## src/rtl/tick_interval_timer_with_debounce_unit_defines.svh

```systemverilog
// Assertion macros shared by the RTL.
`ifndef TICK_INTERVAL_TIMER_WITH_DEBOUNCE_UNIT_DEFINES_SVH
`define TICK_INTERVAL_TIMER_WITH_DEBOUNCE_UNIT_DEFINES_SVH

// Checked only while out of reset.
`define TITD_ASSERT(lbl, prop, msg) \
	lbl: assert property (@(posedge clk) disable iff (!arst_n) prop) else $error(msg);

// Checked at every edge, reset included.
`define TITD_ASSERT_ALWAYS(lbl, prop, msg) \
	lbl: assert property (@(posedge clk) prop) else $error(msg);

`endif

```

## src/rtl/titd_pkg.sv

```systemverilog
package titd_pkg;

	localparam int BLINK_PERIOD      = 400;
	localparam int TICKS_PER_TENTH   = 10;
	localparam int TENTHS_PER_SECOND = 10;
	localparam int DEBOUNCE_TICKS    = 5;

	localparam int BTN_W   = 4;
	localparam int BLINK_W = 9;
	localparam int TICK_W  = 4;
	localparam int TENTH_W = 4;
	localparam int SEC_W   = 15;
	localparam int HOLD_W  = 3;
	localparam int EVT_W   = 3;

	localparam logic [SEC_W-1:0] INTERVAL_RESET = 15'd10;

	typedef enum logic [EVT_W-1:0] {
		EVT_NONE   = 3'd0,
		EVT_ENTER  = 3'd1,
		EVT_CANCEL = 3'd2,
		EVT_UP     = 3'd3,
		EVT_DOWN   = 3'd4
	} evt_t;

	typedef struct packed {
		evt_t evt;
		logic dirty;
	} dbn_res_t;

endpackage

```

## src/rtl/titd_debounce.sv

```systemverilog
module titd_debounce (
	input  logic                         clk,
	input  logic                         arst_n,
	input  logic                         adv,
	input  logic [titd_pkg::BTN_W-1:0]   buttons_n,
	output titd_pkg::dbn_res_t           res
);

	logic [titd_pkg::HOLD_W-1:0] hold_q, hold_d;
	logic                        rep_q, rep_d;
	logic [titd_pkg::BTN_W-1:0]  pressed;
	titd_pkg::evt_t              dec;

	assign pressed = ~buttons_n;

	always_comb begin
		case (pressed)
			4'b0001: dec = titd_pkg::EVT_ENTER;
			4'b0010: dec = titd_pkg::EVT_CANCEL;
			4'b0100: dec = titd_pkg::EVT_UP;
			4'b1000: dec = titd_pkg::EVT_DOWN;
			default: dec = titd_pkg::EVT_NONE;
		endcase
	end

	always_comb begin
		hold_d    = hold_q;
		rep_d     = rep_q;
		res.evt   = titd_pkg::EVT_NONE;
		res.dirty = 1'b0;
		if (pressed != '0) begin
			res.dirty = 1'b1;
			if (hold_q < titd_pkg::HOLD_W'(titd_pkg::DEBOUNCE_TICKS))
				hold_d = hold_q + 1'b1;
			if (hold_d >= titd_pkg::HOLD_W'(titd_pkg::DEBOUNCE_TICKS) && !rep_q) begin
				res.evt = dec;
				rep_d   = 1'b1;
			end
		end else begin
			hold_d = '0;
			rep_d  = 1'b0;
		end
	end

	always_ff @(posedge clk or negedge arst_n) begin
		if (!arst_n) begin
			hold_q <= '0;
			rep_q  <= 1'b0;
		end else if (adv) begin
			hold_q <= hold_d;
			rep_q  <= rep_d;
		end
	end

endmodule

```

## src/rtl/tick_interval_timer_with_debounce_unit.sv

```systemverilog
// Tick timer with button debounce. Each input beat is one 10 ms tick carrying
// the raw active-low levels of four buttons; each tick yields exactly one output
// beat with the blink pulse, the interval trigger, the debounced button event,
// the display-dirty flag and the seconds count after that tick. A tick goes
// through an input register and then a result register before its result
// beat is offered, and one tick per clock is sustained; the only stall comes
// from m_axis_tready. The interval register (reset 10 s) is written through
// the cfg channel, which is always ready; write it only while no tick is in
// flight.
`include "tick_interval_timer_with_debounce_unit_defines.svh"

module tick_interval_timer_with_debounce_unit (
	input  logic        clk,
	input  logic        arst_n,

	input  logic        s_axis_tvalid,
	output logic        s_axis_tready,
	input  logic [7:0]  s_axis_tdata,   // [3:0] buttons_n, [7:4] zero

	output logic        m_axis_tvalid,
	input  logic        m_axis_tready,
	// [0] led_pulse, [1] trigger_pulse, [4:2] button_event, [5] display_dirty,
	// [20:6] seconds_count, [23:21] zero
	output logic [23:0] m_axis_tdata,

	input  logic        cfg_valid,
	output logic        cfg_ready,
	input  logic [14:0] cfg_data
);

	localparam int BW = titd_pkg::BLINK_W;
	localparam int TW = titd_pkg::TICK_W;
	localparam int NW = titd_pkg::TENTH_W;
	localparam int SW = titd_pkg::SEC_W;

	logic                       vld_s1;
	logic [titd_pkg::BTN_W-1:0] btn_s1;
	logic                       vld_s2;
	logic [23:0]                res_s2;
	logic                       adv;

	logic [SW-1:0] interval_q;
	logic [BW-1:0] blink_q;
	logic [TW-1:0] tick_q;
	logic [NW-1:0] tenth_q;
	logic [SW-1:0] sec_q;

	logic [BW:0]   blink_n;
	logic          led;
	logic [TW:0]   tick_n;
	logic          tick_wrap;
	logic [NW:0]   tenth_n;
	logic          tenth_wrap;
	logic [SW:0]   sec_n;
	logic          trig;
	logic [SW-1:0] sec_d;

	titd_pkg::dbn_res_t dbn;

	assign cfg_ready     = 1'b1;
	assign adv           = vld_s1 && (!vld_s2 || m_axis_tready);
	assign s_axis_tready = !vld_s1 || adv;
	assign m_axis_tvalid = vld_s2;
	assign m_axis_tdata  = res_s2;

	always_comb begin
		blink_n    = {1'b0, blink_q} + 1'b1;
		led        = blink_n >= (BW+1)'(titd_pkg::BLINK_PERIOD);
		tick_n     = {1'b0, tick_q} + 1'b1;
		tick_wrap  = tick_n >= (TW+1)'(titd_pkg::TICKS_PER_TENTH);
		tenth_n    = {1'b0, tenth_q} + (NW+1)'(tick_wrap);
		tenth_wrap = tenth_n >= (NW+1)'(titd_pkg::TENTHS_PER_SECOND);
		sec_n      = {1'b0, sec_q} + (SW+1)'(tenth_wrap);
		trig       = sec_n >= {1'b0, interval_q};
		sec_d      = trig ? '0 : sec_n[SW-1:0];
	end

	titd_debounce u_dbn (
		.clk       (clk),
		.arst_n    (arst_n),
		.adv       (adv),
		.buttons_n (btn_s1),
		.res       (dbn)
	);

	always_ff @(posedge clk or negedge arst_n) begin
		if (!arst_n) begin
			interval_q <= titd_pkg::INTERVAL_RESET;
		end else if (cfg_valid && cfg_ready) begin
			interval_q <= cfg_data;
		end
	end

	always_ff @(posedge clk or negedge arst_n) begin
		if (!arst_n) begin
			blink_q <= '0;
			tick_q  <= '0;
			tenth_q <= '0;
			sec_q   <= '0;
		end else if (adv) begin
			blink_q <= led ? '0 : blink_n[BW-1:0];
			tick_q  <= tick_wrap ? '0 : tick_n[TW-1:0];
			tenth_q <= tenth_wrap ? '0 : tenth_n[NW-1:0];
			sec_q   <= sec_d;
		end
	end

	always_ff @(posedge clk or negedge arst_n) begin
		if (!arst_n) begin
			vld_s1 <= 1'b0;
			vld_s2 <= 1'b0;
		end else begin
			if (s_axis_tready)
				vld_s1 <= s_axis_tvalid;
			if (adv)
				vld_s2 <= 1'b1;
			else if (m_axis_tready)
				vld_s2 <= 1'b0;
		end
	end

	always_ff @(posedge clk) begin
		if (s_axis_tvalid && s_axis_tready)
			btn_s1 <= s_axis_tdata[titd_pkg::BTN_W-1:0];
		if (adv)
			res_s2 <= {3'b000, sec_d, dbn.dirty, dbn.evt, trig, led};
	end

	`TITD_ASSERT(a_trig_clears,
		m_axis_tvalid && m_axis_tdata[1] |-> m_axis_tdata[20:6] == '0,
		"trigger beat must carry a cleared seconds count")
	`TITD_ASSERT(a_evt_dirty,
		m_axis_tvalid && m_axis_tdata[4:2] != '0 |-> m_axis_tdata[5],
		"button event without display dirty")
	`TITD_ASSERT(a_cascade_range,
		tick_q < TW'(titd_pkg::TICKS_PER_TENTH) && tenth_q < NW'(titd_pkg::TENTHS_PER_SECOND),
		"tick cascade out of range")
	`TITD_ASSERT(a_hold_result, vld_s2 && !m_axis_tready |=> vld_s2, "result dropped while stalled")
	`TITD_ASSERT_ALWAYS(a_reset_idle, !arst_n |=> !m_axis_tvalid, "result beat right after reset")

endmodule
```

## config.mk

```make
export PLATFORM = sky130hd
export DESIGN_NAME = tick_interval_timer_with_debounce_unit
export DESIGN_NICKNAME = d
export VERILOG_FILES = /design/src/rtl/titd_pkg.sv /design/src/rtl/titd_debounce.sv /design/src/rtl/tick_interval_timer_with_debounce_unit.sv
export VERILOG_INCLUDE_DIRS = /design/src /design/src/rtl
export SDC_FILE = /design/constraint.sdc
export NUM_CORES = 1
export LEC_CHECK = 0
export BUFFER_PORTS_ARGS = -buffer_cell sky130_fd_sc_hd__clkbuf_2
export CAP_MARGIN = 20
export CORE_UTILIZATION = 35
export DETAILED_ROUTE_END_ITERATION = 10
export GPL_ROUTABILITY_DRIVEN = 0
export SETUP_SLACK_MARGIN = 0.2
export SLEW_MARGIN = 20
export SYNTH_ARGS = -nofsm -noshare
export SYNTH_HDL_FRONTEND = slang
export SYNTH_HIERARCHICAL = 1
export SYNTH_SLANG_ARGS = --single-unit
```

## constraint.sdc

```tcl
create_clock -name clk -period 11.5 [get_ports clk]
set_input_delay 1.725 -clock clk [delete_from_list [all_inputs] [get_ports clk]]
set_output_delay 1.725 -clock clk [all_outputs]
set_load 0.02 [all_outputs]
```

After elaboration in Yosys (flattened, before gate mapping). Index checks and enable logic that the tools add are counted.

Word-level logic and storage cells: 54. Bits of input ports: 28. Output and inout port bits: 27. Register bits: 78.

Eq/ne operators: 5. Magnitude comparators: 6. Bitwise gates (word level): 1. Reductions and logical operators: 12. Add/sub/neg operators: 5. Mux-type cells: 13.

Operator list (number): adder 15 x 1 -> 16 bit (1); >= comparator 16 x 15 -> 1 bit (1); 2-to-1 mux 15 bit (1); case mux 3 bit (4 select lines) (1); adder 9 x 1 -> 10 bit, second input constant (1); >= comparator 10 x 9 -> 1 bit, second input constant (1); >= comparator 5 x 4 -> 1 bit, second input constant (2); 2-to-1 mux 3 bit (3); 2-to-1 mux 9 bit (1); 2-to-1 mux 4 bit (2); adder 4 x 1 -> 5 bit (1); adder 4 x 1 -> 5 bit, second input constant (1); 2-to-1 mux 1 bit (5); == test 4 x 1 -> 1 bit, second input constant (1); == test 4 x 2 -> 1 bit, second input constant (1); == test 4 x 3 -> 1 bit, second input constant (1); == test 4 bit, second input constant (1); NOT 4 bit (1); AND reduction 2 bit (2); nonzero test 4 bit (1); adder 3 x 1 -> 3 bit, second input constant (1); >= comparator 3 bit, second input constant (1); logical AND 1 bit (3); logical NOT 1 bit (3); other kinds (4) (5).

Logic depth before layout (Yosys ltp). Gate-level depths: netlist of run 1.

Word-level depth: 7. Gate-level depth with buffers: 26. Depth with buffers taken out: 25.

Hierarchy. Netlist of run 1, hierarchy kept.

By module, submodules not included: tick_interval_timer_with_debounce_unit (area an instance 3925.0 um2, sequential area each 1979.4 um2, cells an instance 386, instances 1); titd_debounce (area an instance 311.5 um2, sequential area each 100.1 um2, cells an instance 37, instances 1).

Worst setup path before layout of run 1. No wires, ideal clock.

Path kind: reg-to-reg. Start: reg tick_q[0]. End: reg res_s2[1] (netlist: m_axis_tdata[1]) (data pin). Cell stages (with the launch flop): 26. Arrival: 4.639 ns. Data required time: 11.233 ns. Library setup time: 0.267 ns. Clock period less this slack: 4.907 ns. Path slack: 6.593 ns. Buffers on the path: 1. Cell sequence: dfrtp_1 -> ha_1 -> nand2b_1 -> mux2i_1 -> a31oi_1 -> ha_1 -> ha_1 -> inv_1 -> a21oi_1 -> a21oi_1 -> nor2_1 -> ha_1 -> ha_1 -> nand3_1 -> nor3_1 -> nand2_1 -> xor2_1 -> inv_1 -> ha_1 -> nand4_1 -> nor2_1 -> o31ai_1 -> o2111ai_2 -> nor2_4 -> inv_4 -> buf_2.

Cells in the longest elaborated chain, start to end: 6.

RTL lines: start, declared (line tick_interval_timer_with_debounce_unit.sv:44) `logic [TW-1:0] tick_q;`; start signal, assigned (line tick_interval_timer_with_debounce_unit.sv:102) `tick_q <= tick_wrap ? '0 : tick_n[TW-1:0];`; adder 4 x 1 -> 5 bit (line tick_interval_timer_with_debounce_unit.sv:69) `tick_n = {1'b0, tick_q} + 1'b1;`; >= comparator 5 x 4 -> 1 bit (line tick_interval_timer_with_debounce_unit.sv:70) `tick_wrap = tick_n >= (TW+1)'(titd_pkg::TICKS_PER_TENTH);`; adder 4 x 1 -> 5 bit (line tick_interval_timer_with_debounce_unit.sv:71) `tenth_n = {1'b0, tenth_q} + (NW+1)'(tick_wrap);`; >= comparator 5 x 4 -> 1 bit (line tick_interval_timer_with_debounce_unit.sv:72) `tenth_wrap = tenth_n >= (NW+1)'(titd_pkg::TENTHS_PER_SECOND);`; adder 15 x 1 -> 16 bit (line tick_interval_timer_with_debounce_unit.sv:73) `sec_n = {1'b0, sec_q} + (SW+1)'(tenth_wrap);`; >= comparator 16 x 15 -> 1 bit (line tick_interval_timer_with_debounce_unit.sv:74) `trig = sec_n >= {1'b0, interval_q};`; net trig (line tick_interval_timer_with_debounce_unit.sv:55) `logic trig;`; end signal, assigned (line tick_interval_timer_with_debounce_unit.sv:126) `res_s2 <= {3'b000, sec_d, dbn.dirty, dbn.evt, trig, led};`; end, declared (line tick_interval_timer_with_debounce_unit.sv:39) `logic [23:0] res_s2;`.

The timed path passes the listed nets, and every way through them passes these cells. A chain may end at the register's enable or synchronous reset.

Worst setup path after layout of run 1.
Start: reg tick_q[0]. End: reg sec_q[6].

Cells in the longest elaborated chain, start to end: 7.

RTL lines: adder 4 x 1 -> 5 bit (*) (line tick_interval_timer_with_debounce_unit.sv:69); >= comparator 5 x 4 -> 1 bit (*) (line tick_interval_timer_with_debounce_unit.sv:70); adder 4 x 1 -> 5 bit (*) (line tick_interval_timer_with_debounce_unit.sv:71); >= comparator 5 x 4 -> 1 bit (*) (line tick_interval_timer_with_debounce_unit.sv:72); adder 15 x 1 -> 16 bit (*) (line tick_interval_timer_with_debounce_unit.sv:73); >= comparator 16 x 15 -> 1 bit (line tick_interval_timer_with_debounce_unit.sv:74); 2-to-1 mux 15 bit (*) (line tick_interval_timer_with_debounce_unit.sv:75) `sec_d = trig ? '0 : sec_n[SW-1:0];`; end signal, assigned (line tick_interval_timer_with_debounce_unit.sv:99) `sec_q <= '0;`; end signal, assigned (line tick_interval_timer_with_debounce_unit.sv:104) `sec_q <= sec_d;`; end, declared (line tick_interval_timer_with_debounce_unit.sv:46) `logic [SW-1:0] sec_q;`.

Every way passes the cells marked *; elsewhere a longest branch is shown, timed or not.

==> results.md, run 1 <==
- Of all nets on the critical path, the largest fanout is 18.
- The core footprint is 11610 µm².
- Summing all multi-input logic gate instances after layout gives 1937 µm².
- The die covers between 10000 and 15000 µm².
- The total number of H-tree levels is 3.
- For the pin with the worst max-slew slack, the measured transition is around 0.76 ns.
- Global routing finished with a remaining overflow of 0.
- Setup total negative slack on the finished layout was measured at 0 ns.
- The area growth from synthesis to layout is 16.13%.
- The portion of the clock cycle consumed by the worst path in the final layout is approximately half.
- Clock-pin slew was measured on the worst setup and hold paths at ~0.05 ns.
- The net count of the finished layout is 518.
- The worst hold slack after final layout is 0.4881 ns.
- In this run, synthesis inferred 25 flip-flops with an integrated enable.
- On the worst path, the slowest cell contributes a delay of between 0.4 and 0.5 ns.
- The number of pins exceeding their max-slew limit in the final report was 0.
- The worst setup path is captured at a flop.
- The gate count of the mapped netlist is 423.
- The checks that failed: design-rule violations.
- The critical path in this run is classified as reg -> reg.
- The die is around 110 µm tall.
- The flow ran to the end, but the final reports show violations.
- Once layout is complete, the utilization of the core stands at between 40 and 50%.
- The slack of the worst reg-to-reg path is 5.54 ns.
- The remaining routing DRC violations is 4.
- The top cell type by area accounts for between 30% and 40% of the synthesized area.
- Counting the buffers created by CTS gives 9.
- For this run, the number of Yosys warnings is 6.
- Timing analysis after detailed placement gives a worst setup slack of between 5 and 6 ns.
- Summed over all layers, the routed wires come to between 8000 and 9000 µm.
- Detailed placement ended at an HPWL of around 5600 µm.
- The number of global-route vias before repair is between 3k and 4k.
- At the worst endpoint, the required time is approximately 12 ns.
- The highest clock frequency the design can meet is approximately 170 MHz.
- Dividing the detail-routed wire length by the instance count gives about 13 µm.
- The post-layout worst setup margin is around 5.5 ns.
- The most instantiated library cell after synthesis is sky130_fd_sc_hd__nand2_1.
- The mean instance size in the synthesized netlist is roughly 10 µm².
- The number of buffer cells added on primary ports is between 40 and 50.
- In this run the critical register-to-register path is captured at sec_q[6].
- Max-cap violations in this run came to 0.
- For the worst flop-to-flop path, the logic depth is 25.
- In this run the deepest clock path goes through 2 buffers.
- Measured along the x axis, the die boundary spans 112.0 µm.
- The number of diodes added for antenna fixing is 0.
- The first detailed-routing pass ran for 7 iterations.
- The share of cells above drive strength 1 is about 17%.
- In this run the critical register-to-register path is launched from tick_q[0].
- The sequential cells in the finished layout cover a total of between 2000 and 2500 µm².
- The arrival time reported for the critical path endpoint is about 6.2 ns.
- The worst path needs a little under 6 ns of the cycle, external delays included.
- The mapped cell area is 4237 µm².
- The via density per instance is approximately 5.1.
- The worst hold path belongs to the class reg -> reg.
- The share of flip-flops with an asynchronous set or reset after synthesis is roughly 68%.
- The post-synthesis sequential element count is ~80.
- The commonest register cell after synthesis is sky130_fd_sc_hd__dfrtp_1.
- Setup repair after global routing left no endpoint under its margin.
- The total power after layout is about 0.90 mW.
- The largest individual stage delay along the critical path comes from the cell sky130_fd_sc_hd__dfrtp_1.
- The sort of element at the start of the critical path is a flop.
- Ranked by total cell area, the synthesized netlist is headed by sky130_fd_sc_hd__dfrtp_1, sky130_fd_sc_hd__edfxtp_1, sky130_fd_sc_hd__ha_1.
- The initial antenna violation count came to 0.
- The floorplan has 39 rows.
- The post-synthesis cell type with the largest combined area is sky130_fd_sc_hd__dfrtp_1.
- The maximum ir drop on the vdd rail is ~0.000076 V.
- By count the netlist is led by sky130_fd_sc_hd__nand2_1, sky130_fd_sc_hd__dfrtp_1, sky130_fd_sc_hd__inv_1, sky130_fd_sc_hd__o21ai_0, sky130_fd_sc_hd__edfxtp_1.
- The worst-skew pair later-pin latency is around 0.34 ns.
- The critical path endpoint is sec_q[6].
- Buffers added to address setup during post-CTS repair amount to 0.
- After synthesis, the netlist uses 63 different library cells.
- For this configuration, the core starts out at a cell density of 36.48%.
- For this design the ratio of total power to cell area is ~180 nW/µm².
- Clock skew on the completed layout was measured at approximately 0.009 ns.
- Clock tree synthesis found a total of between 70 and 80 sinks.
- After clock tree synthesis, the flow added hold-fix buffers numbering 0.
- The remaining max-slew budget at the tightest pin is between 40% and 50%.
- In this run, post-CTS repair resized a total of 0 instances.
- The share of the yosys chip area belonging to registers is 49.08%.
- The number of DRC violations after detailed-routing iteration 0 is approximately 220.
- Setup violations remaining at the end of the flow were counted as 0.
- The final hold violation count is 0.
- The largest net degree at the start of global routing is 54.
- The CTS tree is done.
- The remaining number of nets flagged by the antenna check after routing is 0.
- Summing over every cut layer, the via total after detailed routing is approximately 3.1k.
- The number of inserted filler cells in the final layout is about 1.1k.
- The critical path launch point is tick_q[0].
- In this run the clock root is driven by a sky130_fd_sc_hd__clkbuf_16.
- The wire length of the first global-routing pass is around 14000 µm.
- Global routing used between 10% and 20% of the available tracks across all layers.
- The count of boundary I/O pins is 55.
- The most repeated library cell on the critical path is sky130_fd_sc_hd__ha_1.
- In this run the static leakage power is 2.287 nW.
==> through the flow <==
stage / area, µm² / instances
2_1_floorplan: 4244 / 425
3_5_place_dp: 4574 / 598
6_report: 4920 / 614
5_1_grt: 4920 / 614
3_3_place_gp: 4574 / 598
4_1_cts: 4920 / 614
==> critical path: cells and delay by family, from the launching register on <==
kind / cells / cell delay, ns
and+or+nand+nor: 8 / 1.70
DFF: 1 / 0.43
adders and majority gates: 6 / 1.49
AOI/OAI and AO/OA: 7 / 1.67
buffers and inverters: 3 / 0.30
xor gates and xnor gates: 1 / 0.24
==> per-layer routing <==
| metal | global-route usage (%) | routed length (µm) |
|---|---|---|
| met3 | 3.564 | 295 |
| met2 | 24.51 | 3956 |
| met4 | 5.600 | 160 |
| met5 | 0 | 0 |
| met1 | 17.61 | 3806 |
==> state kept, by name, summed over array words and instances, names as in the netlist <==
register and count:
m_axis_tdata 21, interval_q 15, sec_q 15, blink_q 9, btn_s1 4, tenth_q 4, tick_q 4, u_dbn/hold_q 3
m_axis_tvalid 1, u_dbn/rep_q 1, vld_s1 1
==> worst min path at each step <==
stage / startpoint / to / slack, ns / cells after the start
4_1_cts: sec_q[0] / sec_q[0] / 0.49 / 2
6_report: vld_s1 / m_axis_tvalid / 0.49 / 1
3_3_place_gp: vld_s1 / m_axis_tvalid / 0.47 / 1
5_1_grt: vld_s1 / m_axis_tvalid / 0.53 / 1
3_5_place_dp: vld_s1 / m_axis_tvalid / 0.48 / 1
2_1_floorplan: sec_q[0] / sec_q[0] / 0.46 / 2
==> layout by cell type (no fill, tap or decap), types with 3 or more instances in the layout <==
master	n
sky130_fd_sc_hd__a21o_1	7
sky130_fd_sc_hd__a21oi_1	18
sky130_fd_sc_hd__a22o_1	6
sky130_fd_sc_hd__a31oi_1	4
sky130_fd_sc_hd__and2_1	10
sky130_fd_sc_hd__and3_1	6
sky130_fd_sc_hd__buf_4	3
sky130_fd_sc_hd__clkbuf_16	10
sky130_fd_sc_hd__clkbuf_2	46
sky130_fd_sc_hd__conb_1	4
sky130_fd_sc_hd__dfrtp_1	51
sky130_fd_sc_hd__edfxtp_1	25
sky130_fd_sc_hd__ha_1	24
sky130_fd_sc_hd__inv_1	32
sky130_fd_sc_hd__nand2_1	53
sky130_fd_sc_hd__nand2b_1	6
sky130_fd_sc_hd__nand3_1	11
sky130_fd_sc_hd__nand4_1	4
sky130_fd_sc_hd__nor2_1	21
sky130_fd_sc_hd__nor2b_1	4
sky130_fd_sc_hd__nor3_1	15
sky130_fd_sc_hd__nor4_1	3
sky130_fd_sc_hd__o21ai_0	29
sky130_fd_sc_hd__o31ai_1	13
sky130_fd_sc_hd__xnor2_1	7
sky130_fd_sc_hd__xor2_1	11
==> area by class of cell <==
class,instances,share of cell area [%]
Sequential cell,78,42.27
Clock inverter,2,1.221
Inverter,33,2.569
Tap cell,143,3.637
Multi-Input combinational cell,295,39.37
Clock buffer,14,5.799
Timing Repair Buffer,49,5.137
==> power by group <==
group          switching, mW  internal [mW]
sequential            0.0451          0.333
combinational          0.116         0.0853
clock                  0.108          0.215
total                  0.269          0.633
==> kinds of logic after synthesis <==
logic type | after synthesis | share of synthesized area (%)
adder cells (fa/ha/maj) | 24 | 7.088
buffers and inverters | 52 | 5.375
other | 2 | 0.1773
multiplexers | 4 | 1.004
XOR/XNOR | 18 | 3.721
AO/OA/AOI/OAI | 94 | 14.86
flip-flops | 78 | 49.08
AND/OR/NAND/NOR | 151 | 18.69
Note: power is estimated with default switching activity, not from simulation.
==> inputs of run 2 (changes only) <==
==> constraint.sdc (replaced) <==
create_clock -name clk -period 5.1 [get_ports clk]
set_input_delay 0.765 -clock clk [delete_from_list [all_inputs] [get_ports clk]]
set_output_delay 0.765 -clock clk [all_outputs]
set_load 0.02 [all_outputs]
==> run 2 against run 1 <==
The run still ends with design-rule violations left. First-iteration DRC count shrank 34%. Critical path depth shrank 2. Final cell count grew 5.5%. Die area is the same. Sequential cell count is the same. Critical endpoint is now sec_q[4]. Largest power group unchanged.
==> results.md, run 2 (same netlist as run 1, synthesis figures left out) <==
- Run status: finished, violations left (unchanged).
- Violations in the final reports: design-rule violations (unchanged).
- The total global routing track utilization was 14.08% (was 14.39%).
- Commonest non-fill, non-tap cells in the layout: sky130_fd_sc_hd__nand2_1, sky130_fd_sc_hd__dfrtp_1, sky130_fd_sc_hd__clkbuf_2 (unchanged).
- The remaining max-slew budget at the tightest pin is 52.21% (was 48.95%).
- The highest clock frequency the design can meet is 207.6 MHz (was 167.6 MHz).
- The arrival time reported for the critical path endpoint is 5.06 ns (was 6.20 ns).
- The number of placement rows is 39 (unchanged).
- The portion of the clock cycle consumed by the worst path in the final layout is 94.46% (was 51.87%).
- The die span in y is 112.0 µm (unchanged).
- The count of non-filler cells in the finished layout is 648 (was 614).
- The remaining routing DRC violations is 3 (was 4).
- The number of global-route vias before repair came to 3126 (was 3107).
- The initial cell density of the core is 36.48% (unchanged).
- The average routed wire per standard cell is 13.44 µm (was 13.38 µm).
- The number of max-cap violations is 0 (unchanged).
- The share of cells above drive strength 1 is 31.29% (was 16.99%).
- The number of DRC violations after detailed-routing iteration 0 is 143 (was 217).
- The maximum ir drop on the vdd rail came to 0.0001738 V (was 0.00007556 V).
- The via density per instance came to 5.060 (was 5.073).
- The required time of the critical path came to 5.35 ns (was 11.73 ns).
- The worst-skew pair later-pin latency is 0.33 ns (was 0.34 ns).
- The total power after layout was 2.040 mW (was 0.9023 mW).
- The setup slack after placement is 0.07346 ns (was 5.625 ns).
- The worst hold slack after final layout came to 0.5014 ns (was 0.4881 ns).
- The slack of the worst reg-to-reg path is 0.28 ns (was 5.54 ns).
- The area of the die came to 12550 µm² (unchanged).
- The number of nets in the layout is 552 (was 518).
- The clock transition at the registers of the reported paths is 0.06 ns (was 0.05 ns).
- The post-layout worst setup margin is 0.2827 ns (was 5.535 ns).
- The final count of negative-setup-slack endpoints is 0 (unchanged).
- The clock sink count is 78 (unchanged).
- The terminating pin of the worst hold path is tenth_q[0] (was m_axis_tvalid).
- The power density over the cells is 375.8 nW/µm² (was 183.4 nW/µm²).
- The root buffer selected by CTS is sky130_fd_sc_hd__clkbuf_16 (unchanged).
- Unrepaired setup endpoints after global routing: yes (was no).
- The final setup TNS is 0 ns (unchanged).
- The leakage power came to 2.478 nW (was 2.287 nW).
- The final core utilization is 46.75% (was 42.36%).
- The CTS tree is done (unchanged).
- The maximum fanout count along the critical path is 4 (was 18).
- The total cell area at the placement stage is 4745 µm² (was 4574 µm²).
- The final hold violation count is 0 (unchanged).
- The overall via count from detail_route is 3279 (was 3115).
- The startpoint of the lowest-slack register-to-register path was tick_q[0] (unchanged).
- The total routed wirelength came to 8709 µm (was 8218 µm).
- The sort of element at the start of the critical path is a flop (unchanged).
- The final standard cell area without fillers is 5429 µm² (was 4920 µm²).
- The category of the worst setup path capture point is a flop (unchanged).
- The number of detailed-route iterations in the first pass came to 7 (unchanged).
- The largest net degree at the start of global routing is 54 (unchanged).
- The number of CTS-inserted buffers came to 9 (unchanged).
- The number of pins exceeding their max-slew limit in the final report came to 0 (unchanged).
- The remaining number of nets flagged by the antenna check after routing came to 0 (unchanged).
- The total number of H-tree levels came to 3 (unchanged).
- The number of buffer cells added on primary ports is 46 (unchanged).
- The length in cells of the worst reg-to-reg path is 23 (was 25).
- The global-route congestion overflow total is 0 (unchanged).
- The number of diodes added for antenna fixing is 0 (unchanged).
- The final critical path time including I/O delays and setup is 4.817 ns (was 5.965 ns).
- The count of boundary I/O pins came to 55 (unchanged).
- The detailed placement HPWL is 5764 µm (was 5575 µm).
- The die width was 112.0 µm (unchanged).
- The number of stages on the worst hold path was 2 (was 1).
- The synthesis-to-finish area growth was 28.15% (was 16.13%).
- The critical hold path startpoint was tenth_q[0] (was vld_s1).
- The number of inserted filler cells in the final layout is 1074 (was 1111).
- The path class of the lowest-slack min-delay path is reg -> reg (unchanged).
- The worst-margin pin slew is 0.7168 ns (was 0.7648 ns).
- The number of cells after detailed placement is 620 (was 598).
- The initial antenna violation count was 0 (unchanged).
- The core footprint is 11610 µm² (unchanged).
- The flip-flop count of the largest register after layout was 21 (unchanged).
- The wire length of the first global-routing pass is 14170 µm (was 14260 µm).
- The maximum buffer depth of the clock tree is 2 (unchanged).
- The terminus of the critical flop-to-flop path is sec_q[4] (was sec_q[6]).
- The critical path class is reg -> reg (unchanged).
- The worst clock skew on the final layout is 0.009393 ns (was 0.009052 ns).
[run 2: cell types whose count changed in the layout (fill, tap and decap cells not counted), moves of 5 or more]
cell / change
sky130_fd_sc_hd__and2_1: -5
sky130_fd_sc_hd__ha_4: +7
sky130_fd_sc_hd__o31ai_2: +6
sky130_fd_sc_hd__ha_1: -10
sky130_fd_sc_hd__and2_4: +5
sky130_fd_sc_hd__buf_4: +31
sky130_fd_sc_hd__o31ai_1: -6
[run 2: layout make-up]
type | count | area [µm²] | area share, %
inverter | 33 | 131.4 | 2.420
sequential | 78 | 2079 | 38.30
timing repair buffer | 83 | 519.2 | 9.564
multi-input combinational | 295 | 2245 | 41.35
tap | 143 | 178.9 | 3.296
clock inverter | 1 | 7.507 | 0.1383
clock buffer | 15 | 267.8 | 4.932
[run 2: timing repair]
action                     4_1_cts  5_1_grt
hold endpoints to repair         0        0
gates resized for setup          4       55
buffers inserted                 0       12
hold buffers                     0        0
setup endpoints to repair       30       31
pin swaps                        1       31
[run 2: worst max-delay path, cell delays in order (launching register included)]
cell and delay (ns):
sky130_fd_sc_hd__dfrtp_1 0.41, sky130_fd_sc_hd__ha_2 0.22, sky130_fd_sc_hd__nand2b_4 0.14, sky130_fd_sc_hd__mux2i_2 0.16, sky130_fd_sc_hd__a31oi_2 0.07, sky130_fd_sc_hd__ha_2 0.24
sky130_fd_sc_hd__ha_4 0.27, sky130_fd_sc_hd__inv_2 0.04, sky130_fd_sc_hd__a21oi_2 0.10, sky130_fd_sc_hd__a21oi_1 0.07, sky130_fd_sc_hd__nor2_1 0.17, sky130_fd_sc_hd__ha_2 0.24
sky130_fd_sc_hd__buf_6 0.10, sky130_fd_sc_hd__nand4_1 0.18, sky130_fd_sc_hd__nor3_2 0.25, sky130_fd_sc_hd__nand3_2 0.13, sky130_fd_sc_hd__xnor2_2 0.23, sky130_fd_sc_hd__ha_1 0.27
sky130_fd_sc_hd__nand4_1 0.15, sky130_fd_sc_hd__nor2_1 0.07, sky130_fd_sc_hd__o31ai_2 0.36, sky130_fd_sc_hd__o2111ai_4 0.22, sky130_fd_sc_hd__or4_4 0.55, sky130_fd_sc_hd__o221ai_2 0.08
[run 2: how the worst max path moves through the flow]
stage,cells past startpoint,slack [ns],from,endpoint
3_3_place_gp,25,0.16,tick_q[0],sec_q[9]
6_report,23,0.28,tick_q[0],sec_q[4]
2_1_floorplan,26,0.23,tick_q[0],m_axis_tdata[12]
3_5_place_dp,25,0.07,tick_q[0],sec_q[5]
5_1_grt,23,0.02,tick_q[1],sec_q[4]
4_1_cts,25,0.19,tick_q[0],sec_q[5]
[run 2: where the power goes]
part           leakage [nW]  internal [mW]  switching, mW
Clock                 0.130          0.357          0.235
Combinational          1.45          0.285          0.304
Sequential            0.902          0.751          0.108
[run 2: metal layers]
| metal | wire, µm | track usage [%] |
|---|---|---|
| met5 | 0 | 0 |
| met4 | 221 | 5.867 |
| met3 | 244 | 2.214 |
| met2 | 4293 | 24.06 |
| met1 | 3949 | 17.81 |
==> inputs of run 3 (changes only) <==
--- a/config.mk
+++ b/config.mk
@@ -8,6 +8,7 @@
 export LEC_CHECK = 0
 export BUFFER_PORTS_ARGS = -buffer_cell sky130_fd_sc_hd__clkbuf_2
 export CAP_MARGIN = 20
+export CORE_MARGIN = 2
 export CORE_UTILIZATION = 35
 export DETAILED_ROUTE_END_ITERATION = 10
 export GPL_ROUTABILITY_DRIVEN = 0
@@ -15,5 +16,4 @@
 export SLEW_MARGIN = 20
 export SYNTH_ARGS = -nofsm -noshare
 export SYNTH_HDL_FRONTEND = slang
-export SYNTH_HIERARCHICAL = 1
 export SYNTH_SLANG_ARGS = --single-unit
==> constraint.sdc (replaced) <==
create_clock -name clk -period 5.1 [get_ports clk]
set_input_delay 1.02 -clock clk [delete_from_list [all_inputs] [get_ports clk]]
set_output_delay 1.02 -clock clk [all_outputs]
set_load 0.02 [all_outputs]
==> run 3 against run 2 <==
The flow now finishes without violations. Combinational power fell by 11%. First-iteration DRC count rose by 24%. Clock power rose by 24%. Register-to-register slack barely moved. Synthesized cell count rose by 0.95%. Sequential power rose by 2%. Via count rose by 1.9%. Die area rose by 4.1%. Clock-buffer cell count fell by 5. Routed wire length rose by 6.0%. Design area fell by 0.21%. Sequential share of layout area rose by 0.13 points. Critical endpoint is now sec_q[7].
==> results.md, run 3 <==
- The initial antenna violation count came to 0 (unchanged).
- The global-route congestion overflow total is 0 (unchanged).
- The storage element area came to 2082 µm² (was 2079 µm²).
- The initial cell density of the core came to 35.61% (was 36.48%).
- The number of enable-type register cells in the synthesized netlist is 25 (unchanged).
- The final count of negative-setup-slack endpoints is 0 (unchanged).
- The multi-input combinational cell area came to 2241 µm² (was 2245 µm²).
- The post-synthesis sequential element count is 78 (unchanged).
- The power density over the cells is 393.6 nW/µm² (was 375.8 nW/µm²).
- The arrival time reported for the critical path endpoint is 5.09 ns (was 5.06 ns).
- The gate count of the mapped netlist was 427 (was 423).
- The number of buffer cells added on primary ports is 46 (unchanged).
- The total number of H-tree levels is 3 (unchanged).
- The clock transition at the registers of the reported paths came to 0.06 ns (about the same).
- The number of global-route vias before repair was 3211 (was 3126).
- The worst-skew pair later-pin latency is 0.33 ns (about the same).
- The slack of the worst reg-to-reg path is 0.28 ns (about the same).
- The count of boundary I/O pins is 55 (unchanged).
- The fraction of synthesized cell area taken by the top area cell type was 29.96% (was 30.12%).
- The largest net degree at the start of global routing was 54 (unchanged).
- The final critical path time including I/O delays and setup came to 4.819 ns (was 4.817 ns).
- The worst-margin pin slew came to 1.005 ns (was 0.7168 ns).
- The area of the die is 13070 µm² (was 12550 µm²).
- The worst hold slack after final layout is 0.4962 ns (was 0.5014 ns).
- Top cells by instance count after synthesis: sky130_fd_sc_hd__dfrtp_1, sky130_fd_sc_hd__nand2_1, sky130_fd_sc_hd__inv_1, sky130_fd_sc_hd__o21ai_0, sky130_fd_sc_hd__edfxtp_1 (was sky130_fd_sc_hd__nand2_1, sky130_fd_sc_hd__dfrtp_1, sky130_fd_sc_hd__inv_1, sky130_fd_sc_hd__o21ai_0, sky130_fd_sc_hd__edfxtp_1).
- The final setup TNS is 0 ns (unchanged).
- The clock sink count is 78 (unchanged).
- The number of CTS-inserted buffers is 9 (unchanged).
- The number of max-cap violations is 0 (unchanged).
- The maximum ir drop on the vdd rail is 0.0001925 V (was 0.0001738 V).
- The core footprint is 11960 µm² (was 11610 µm²).
- Unrepaired setup endpoints after global routing: no (was yes).
- The number of DRC violations after detailed-routing iteration 0 was 178 (was 143).
- The mapped cell area was 4259 µm² (was 4237 µm²).
- The share of the yosys chip area belonging to registers came to 48.82% (was 49.08%).
- The number of diodes added for antenna fixing is 0 (unchanged).
- The number of different library cells in the post-synthesis netlist is 54 (was 63).
- The flip-flop count of the largest register after layout is 21 (unchanged).
- The number of detailed-route iterations in the first pass is 4 (was 7).
- Run status: complete, no violations (was finished, violations left).
- The worst clock skew on the final layout is 0.008132 ns (was 0.009393 ns).
- The number of pins exceeding their max-slew limit in the final report is 0 (unchanged).
- The detailed placement HPWL is 6048 µm (was 5764 µm).
- The share of flip-flops with an asynchronous set or reset after synthesis is 67.95% (unchanged).
- The required time of the critical path is 5.37 ns (was 5.35 ns).
- The remaining number of nets flagged by the antenna check after routing is 0 (unchanged).
- The wire length of the first global-routing pass is 14950 µm (was 14170 µm).
- The number of placement rows is 40 (was 39).
- The CTS tree is done (unchanged).
- The path class of the lowest-slack min-delay path is reg -> reg (unchanged).
- The maximum fanout count along the critical path is 6 (was 4).
- The remaining routing DRC violations came to 0 (was 3).
- The final standard cell area without fillers is 5418 µm² (was 5429 µm²).
- Commonest non-fill, non-tap cells in the layout: sky130_fd_sc_hd__nand2_1, sky130_fd_sc_hd__dfrtp_1, sky130_fd_sc_hd__clkbuf_2 (unchanged).
- The mean instance size in the synthesized netlist was 9.974 µm² (was 10.02 µm²).
- The total global routing track utilization is 14.23% (was 14.08%).
- The critical path class is reg -> reg (unchanged).
- The portion of the clock cycle consumed by the worst path in the final layout is 94.49% (was 94.46%).
- The synthesis-to-finish area growth is 27.20% (was 28.15%).
- The most common cell after layout, fill and taps aside is sky130_fd_sc_hd__nand2_1.
- The average routed wire per standard cell is 14.29 µm (was 13.44 µm).
- The root buffer selected by CTS is sky130_fd_sc_hd__clkbuf_16 (unchanged).
- The total cell area at the placement stage came to 4730 µm² (was 4745 µm²).
- The share of cells above drive strength 1 is 28.46% (was 31.29%).
- The commonest register cell after synthesis is sky130_fd_sc_hd__dfrtp_1 (unchanged).
- The die span in y was 114.3 µm (was 112.0 µm).
- The category of the worst setup path capture point is a flop (unchanged).
- The maximum buffer depth of the clock tree is 2 (unchanged).
- The die width is 114.3 µm (was 112.0 µm).
- The overall via count from detail_route is 3340 (was 3279).
- Ranking of synthesized cells by area: sky130_fd_sc_hd__dfrtp_1, sky130_fd_sc_hd__edfxtp_1, sky130_fd_sc_hd__ha_1 (unchanged).
- The post-synthesis cell type with the largest combined area is sky130_fd_sc_hd__dfrtp_1 (unchanged).
- The total routed wirelength came to 9234 µm (was 8709 µm).
- The Yosys warning count is 0 (was 6).
- The highest clock frequency the design can meet is 207.5 MHz (was 207.6 MHz).
- The via density per instance is 5.170 (was 5.060).
- The number of nets in the layout is 546 (was 552).
- The leakage power is 2.456 nW (was 2.478 nW).
- The number of inserted filler cells in the final layout is 1098 (was 1074).
- The sort of element at the start of the critical path is a flop (unchanged).
- The final hold violation count is 0 (unchanged).
- The remaining max-slew budget at the tightest pin was 32.92% (was 52.21%).
[run 3: cell count changes after synthesis, moves of 4 or more]
cell / delta
sky130_fd_sc_hd__a22o_1: -5
sky130_fd_sc_hd__a32o_1: +5
sky130_fd_sc_hd__and3_1: +5
sky130_fd_sc_hd__nand3_1: +4
sky130_fd_sc_hd__nor2b_1: +4
sky130_fd_sc_hd__nor3_1: -4
sky130_fd_sc_hd__o22ai_1: +4
[run 3: worst paths after layout]
| check | start | depth (start not counted) | end |
|---|---|---|---|
| min in group asynchronous | arst_n | 2 | interval_q[13] |
| worst min-delay path | vld_s1 | 1 | m_axis_tvalid |
| worst min register to register | vld_s1 | 1 | m_axis_tvalid |
| worst max-delay path | tick_q[1] | 24 | sec_q[7] |
| max in group asynchronous | arst_n | 2 | tick_q[1] |
| worst max register to register | tick_q[1] | 24 | sec_q[7] |
[run 3: layout make-up]
cell class,count,share of cell area [%]
multi-input cells,298,41.36
well taps,147,3.395
flip-flops and latches,78,38.43
inverters,35,2.471
clock buffers,10,4.226
clock inverters,6,2.055
repair buffers,72,8.060
[run 3: where the power goes]
| group | switching [mW] | internal, mW | total [mW] |
|---|---|---|---|
| Sequential | 0.121 | 0.753 | 0.874 |
| Clock | 0.256 | 0.478 | 0.734 |
| Combinational | 0.288 | 0.237 | 0.525 |
[run 3: worst max-delay path: stages (launching register included)]
cell                       delay, ns
sky130_fd_sc_hd__dfrtp_2        0.44
sky130_fd_sc_hd__ha_4           0.18
sky130_fd_sc_hd__nand2b_4       0.14
sky130_fd_sc_hd__mux2i_1        0.19
sky130_fd_sc_hd__a31oi_2        0.07
sky130_fd_sc_hd__ha_2           0.22
sky130_fd_sc_hd__ha_4           0.28
sky130_fd_sc_hd__nand2b_4       0.11
sky130_fd_sc_hd__a41oi_2        0.13
sky130_fd_sc_hd__a21oi_2        0.17
sky130_fd_sc_hd__ha_2           0.25
sky130_fd_sc_hd__ha_4           0.16
sky130_fd_sc_hd__nand2_4        0.06
sky130_fd_sc_hd__nor2_4         0.15
sky130_fd_sc_hd__and3_4         0.20
sky130_fd_sc_hd__and3_4         0.21
sky130_fd_sc_hd__xor2_2         0.14
sky130_fd_sc_hd__ha_1           0.25
sky130_fd_sc_hd__and3_4         0.19
sky130_fd_sc_hd__a221o_1        0.36
sky130_fd_sc_hd__a31oi_4        0.18
sky130_fd_sc_hd__o21ai_4        0.11
sky130_fd_sc_hd__buf_6          0.16
sky130_fd_sc_hd__o31ai_2        0.23
sky130_fd_sc_hd__a32o_1         0.16
[run 3: layer usage]
layer  track usage, %  part of all wire, %
met1            18.78                   46
met2            23.41                   49
met3            2.753                  2.4
met4            5.041                  2.2
met5                0                    0
[run 3: repair_timing]
item / CTS / global route
setup buffers: 2 / 6
resized for setup: 8 / 46
pin swaps: 2 / 11
endpoints found under the setup margin: 24 / 31
hold buffers: 0 / 0
[run 3: through the flow]
stage	std cells	setup slack, ns	util [%]	power, mW
2_1_floorplan	429	0.2062	-	1.164
3_3_place_gp	622	0.2234	39.54	1.272
3_5_place_dp	622	0.1592	39.54	1.304
4_1_cts	640	0.2292	42.83	2.060
5_1_grt	646	0.1134	45.29	2.254
6_report	646	0.2809	45.29	2.133
[run 3: kinds of logic after synthesis]
kind of cell / synth area share [%]
AO/OA/AOI/OAI: 16.83
XOR/XNOR: 3.290
adder cells (fa/ha/maj): 7.051
buffers and inverters: 5.317
flip-flops: 48.82
multiplexers: 0.4994
other: 0.1763
AND/OR/NAND/NOR: 18.01
